--- src/design/slot_reservation_scheduler_top_defines.svh ---
// Assertion macros used by the scheduler top module.
`ifndef SLOT_RESERVATION_SCHEDULER_TOP_DEFINES_SVH
`define SLOT_RESERVATION_SCHEDULER_TOP_DEFINES_SVH

// Checks that an antecedent implies a consequent on the same clock edge.
`define SRS_ASSERT_IMP(label, clk, rst_n, ante, cons, msg) \
    label: assert property (@(posedge clk) disable iff (!rst_n) (ante) |-> (cons)) \
        else $error(msg);

// Checks that an antecedent implies a consequent on the following clock edge.
`define SRS_ASSERT_NEXT(label, clk, rst_n, ante, cons, msg) \
    label: assert property (@(posedge clk) disable iff (!rst_n) (ante) |=> (cons)) \
        else $error(msg);

`endif

--- src/design/srs_pkg.sv ---
// ----------------------------------------------------------------------------
// srs_pkg
// Types and constants shared by the slot reservation scheduler modules.
// ----------------------------------------------------------------------------
`timescale 1ns / 1ps
package srs_pkg;

    localparam int NUM_SLOTS_DEF = 256;
    localparam int NUM_TYPES_DEF = 4;
    localparam int CAP_W         = 8;
    localparam int TIME_W        = 8;
    localparam int LEN_W         = 9;
    localparam int END_W         = 9;
    localparam logic [END_W-1:0] END_MAX = 9'd511;

    localparam logic CMD_CLEAR   = 1'b0;
    localparam logic CMD_RESERVE = 1'b1;

    typedef struct packed {
        logic              command;
        logic [1:0]        my_type;
        logic [TIME_W-1:0] earliest_time;
        logic [LEN_W-1:0]  length;
    } srs_in_t;

    typedef struct packed {
        logic [TIME_W-1:0] start_time;
        logic [END_W-1:0]  makespan;
        logic              no_fit;
    } srs_out_t;

    typedef enum logic [2:0] {
        ST_IDLE,
        ST_SCAN,
        ST_APPLY,
        ST_RESULT
    } srs_state_t;

    // Operation a cell applies while the ring rotates.
    typedef enum logic [1:0] {
        OP_HOLD,
        OP_LOAD,
        OP_DEC
    } srs_op_t;

    typedef struct packed {
        logic    shift;
        srs_op_t op;
    } srs_ctl_t;

endpackage

--- src/design/srs_cell.sv ---
// ----------------------------------------------------------------------------
// srs_cell
// One slot of a type's timeline ring: holds a capacity and hands it on.
// ----------------------------------------------------------------------------
`timescale 1ns / 1ps
module srs_cell
    import srs_pkg::*;
(
    input  logic             clk,
    input  logic             rst_n,
    input  srs_ctl_t         ctl,
    input  logic             sel,
    input  logic             dec_en,
    input  logic [CAP_W-1:0] load_value,
    input  logic [CAP_W-1:0] cap_in,
    output logic [CAP_W-1:0] cap_out
);

    logic [CAP_W-1:0] cap_reg;
    logic [CAP_W-1:0] cap_next;

    // The selected cell at the ring tail, which takes the head's value, is the one that is modified in a pass.
    always_comb
    begin
        cap_next = cap_reg;
        if (ctl.shift)
        begin
            cap_next = cap_in;
        end
        if (sel)
        begin
            unique case (ctl.op)
                OP_LOAD: cap_next = load_value;
                OP_DEC:  cap_next = dec_en ? cap_in - CAP_W'(1) : cap_in;
                default: cap_next = cap_next;
            endcase
        end
    end

    always_ff @(posedge clk or negedge rst_n)
    begin
        if (!rst_n)
        begin
            cap_reg <= CAP_W'(1);
        end
        else
        begin
            cap_reg <= cap_next;
        end
    end

    assign cap_out = cap_reg;

endmodule

--- src/design/srs_ring.sv ---
// ----------------------------------------------------------------------------
// srs_ring
// A ring of cells for one resource type, rotated one slot per cycle while ctl.shift is set.
// ----------------------------------------------------------------------------
`timescale 1ns / 1ps
module srs_ring
    import srs_pkg::*;
#(
    parameter int NUM_SLOTS = NUM_SLOTS_DEF
)
(
    input  logic             clk,
    input  logic             rst_n,
    input  srs_ctl_t         ctl,
    input  logic             dec_en,
    input  logic [CAP_W-1:0] load_value,
    output logic [CAP_W-1:0] head_cap
);

    logic [CAP_W-1:0] cap [NUM_SLOTS];

    // Cell k takes cell k+1; cell NUM_SLOTS-1 takes the head and is written.
    for (genvar k = 0; k < NUM_SLOTS; k++)
    begin : g_cell
        srs_cell u_cell (
            .clk        (clk),
            .rst_n      (rst_n),
            .ctl        (ctl),
            .sel        (k == NUM_SLOTS - 1),
            .dec_en     (dec_en),
            .load_value (load_value),
            .cap_in     (cap[(k + 1) % NUM_SLOTS]),
            .cap_out    (cap[k])
        );
    end

    assign head_cap = cap[0];

endmodule

--- config.mk ---
export PLATFORM = sky130hd
export DESIGN_NAME = srs_ring
export DESIGN_NICKNAME = d
export VERILOG_FILES = /design/src/design/slot_reservation_scheduler_top_defines.svh /design/src/design/srs_pkg.sv /design/src/design/srs_cell.sv /design/src/design/srs_ring.sv
export SDC_FILE = /design/constraint.sdc
export NUM_CORES = 2
export LEC_CHECK = 0
export BUFFER_PORTS_ARGS = -buffer_cell sky130_fd_sc_hd__buf_2
export CORE_UTILIZATION = 60
export DETAILED_ROUTE_END_ITERATION = 12
export PLACE_DENSITY = 0.83
export SLEW_MARGIN = 15
export SYNTH_ARGS = -nofsm -noshare
export SYNTH_HDL_FRONTEND = slang
export SYNTH_SLANG_ARGS = --single-unit
--- constraint.sdc ---
create_clock -name clk -period 1.73 [get_ports clk]
set_input_delay 0.2595 -clock clk [delete_from_list [all_inputs] [get_ports clk]]
set_output_delay 0.2595 -clock clk [all_outputs]
set_load 0.01 [all_outputs]
==> results.tsv <==
stage	metric	value	unit
drt	Final ANT Viol Nets	0	
sta	setup violators final	0	
grt	total track usage	17.4	%
cells_and_area	max FFs per register	2048	
clock_network	H-tree levels	4	
worst_hold_path	Hold Path Class	in -> reg	
setup_path	Setup CP Type	reg -> reg	
placed_design	Final GP Congestion	0.741	
placed_design	PortBufs	21	
clock_network	CTS tree	done	
cells_and_area	ANT cells	0	
sta	Slew Limit Fails	0	
grt	first-pass GRT wire length	188000	um
logic_synthesis	sequential share of the synthesized area	67.7	%
sta	total negative setup slack	0	ps
logic_synthesis	Syn Area/Cell	17.3	um2
logic_synthesis	Synth Cell Area	76100	um2
logic_synthesis	FFs w/ async S/R, synth	100	%
logic_synthesis	Synth Flop Type	dfrtp_1	
drt	routed vias/inst	5.41	
grt	pin count of the biggest net entering global routing	94	
die	Core Area	126000	um2
logic_synthesis	Synth top area share	58.9	%
cells_and_area	synthesis-to-layout area growth	13.1	%
logic_synthesis	cell count after synthesis	4394	
logic_synthesis	synth warn	0	
cells_and_area	# nets final	4594	
sta	period utilization	98.7	%
die	IO Pins	22	
setup_path	Crit. End Element	register	
power	power per cell area	1140	nW/um2
placed_design	dpl hpwl	62600	um
cells_and_area	share of layout cells above drive strength 1	59.3	%
drt	wirelength, routed	107000	um
cells_and_area	fin area	86200	um2
setup_path	Startpoint Class	register	
power	static leakage	43.5	nW
sta	worst clock skew	24.9	ps
clock_network	clock slew at reported path FFs	70	ps
sta	top achievable clock speed	586	MHz
drt	mean routed wirelength per cell	16.7	um
clock_network	CTS root buf	clkbuf_16	
die	DIE AREA	128000	um2
die	Die Span Y	358	um
logic_synthesis	distinct cell type count after synthesis	33	
flow_run	MaxCap Viol Count	0	
drt	initial drt markers	1529	
clock_network	Clock Path Buffers	3	
sta	hold_ws	80.6	ps
logic_synthesis	Post-synth EDFFs	0	
placed_design	DP Area	79600	um2
grt	initial antenna violation count	0	
clock_network	CTS sink cnt	2048	
drt	vias	34541	
logic_synthesis	Mapped Nets	4411	
logic_synthesis	Yosys top cell by area	dfrtp_1	
sta	Fin. Hold Viols	0	
sta	Slew Limit Headroom	59.0	%
clock_network	total CTS buffers	191	
status	outcome	finished, final reports clean	
cells_and_area	Fill cells	7704	
power	VDD IR max	1.03	mV
sta	RSZ-0062 raised after global routing	true	
die	Site Rows	130	
clock_network	Clock Latency Late Sink	780	ps
sta	post-layout minimum cycle time	1710	ps
sta	Worst Tran Pin Value	614	ps
grt	Congestion Overflow GR	0	
logic_synthesis	#FFs+latches synth	2048	
grt	vias in the first global route	38015	
setup_path	Crit Path Max Fanout	4	
drt	DRC Markers	0	
drt	Pre-antenna DRT Iters	4	
setup_path	Worst Path Arrival	2370	ps
die	Die X	358	um
die	Starting Density	60.6	%
logic_synthesis	synth top area cells	dfrtp_1 59%, mux2_2 30%, dfstp_2 8.8%	
setup_path	CP required	2400	ps
[cell type report]
type	instances	area, um2	area share [%]
flip-flops and latches	2048	51600	59.9
multi-input cells	2102	23400	27.1
clock buffers	293	5700	6.62
repair buffers	228	2750	3.19
well taps	1650	2060	2.40
clock inverters	57	687	0.797
inverters	6	22.5	0.0261
[path summary, 6_finish.rpt]
| check | startpoint | to | slack, ps | cells after the start |
|---|---|---|---|---|
| max | g_cell[0].u_cell.cap_out[2] | g_cell[255].u_cell.cap_out[7] | 20 | 5 |
| min | ctl[1] | g_cell[255].u_cell.cap_out[7] | 80 | 5 |
| max reg2reg | g_cell[0].u_cell.cap_out[2] | g_cell[255].u_cell.cap_out[7] | 20 | 5 |
| min reg2reg | g_cell[116].u_cell.cap_out[7] | g_cell[115].u_cell.cap_out[7] | 480 | 1 |
| max in group asynchronous | rst_n | g_cell[48].u_cell.cap_out[6] | 120 | 4 |
| min in group asynchronous | rst_n | g_cell[245].u_cell.cap_out[3] | 600 | 3 |
[power breakdown]
part / switching (mW) / total (mW) / internal (mW)
Sequential: 0.985 / 51.0 / 50.0
Clock: 17.4 / 41.9 / 24.5
Combinational: 2.46 / 5.12 / 2.66
Total: 20.9 / 98.0 / 77.1
[through the flow]
| stage | std cells | power [mW] | utilization [%] | worst slack (ps) |
|---|---|---|---|---|
| 2_1_floorplan | 4394 | 54.7 | - | 143 |
| 4_1_cts | 6384 | 99.3 | 68.5 | -14.4 |
| 3_3_place_gp | 6015 | 56.6 | 63.3 | 132 |
| 3_5_place_dp | 6015 | 57.0 | 63.3 | 114 |
| 5_1_grt | 6384 | 102 | 68.5 | -38.8 |
| 6_report | 6384 | 98.0 | 68.5 | 23.0 |
[worst max-delay path, cell delays in order, from the launching register on]
cell and delay [ps]:
dfrtp_1 390, buf_4 130, or4b_4 570, nor2_4 120, nand2_2 50, a311o_1 320
[layout by cell type, fill, tap and decap left out, drive strengths merged, types with 3 or more instances in the layout]
master / n
mux2: 2037
dfrtp: 1792
clkbuf: 293
dfstp: 256
buf: 215
clkinv: 31
inv: 14
dlygate4sd3: 13
bufinv: 12
nand2: 11
o21ai: 7
nor2: 7
clkinvlp: 6
a21oi: 5
a2bb2oi: 4
nor2b: 3
ha: 3
[synthesized netlist by cell type (all sizes together), types with 2 or more instances]
cell,count
a21o,2
a21oi,5
a22oi,2
a2bb2oi,4
a31oi,2
buf,228
clkbuf,10
dfrtp,1792
dfstp,256
ha,3
inv,6
mux2,2037
nand2,11
nand3,2
nor2,7
nor2b,3
nor3,2
nor4,2
o21ai,7
o221ai,2
[metal layers]
metal	global-route usage (%)	wire length, um
met1	23.5	47200
met2	29.1	54100
met3	2.91	2840
met4	5.69	2400
met5	0	0
[cells by family (layout without fill, tap and decap cells)]
group / after synthesis / in the layout / share of synthesized area, %
adders and majority gates: 3 / 3 / 0.0493
DFF: 2048 / 2048 / 67.7
buffers and inverters: 244 / 584 / 1.60
and+or+nand+nor: 33 / 33 / 0.238
AOI/OAI and AO/OA: 29 / 29 / 0.260
muxes: 2037 / 2037 / 30.1
[timing repair]
item / CTS / global route
pin swaps: 3 / 5
hold buffers: 13 / 0
endpoints found under the hold margin: 1141 / 0
resized for setup: 4 / 3
setup endpoints to repair: 3 / 4
buffers inserted: 7 / 0
(Power assumes the default switching activity.)
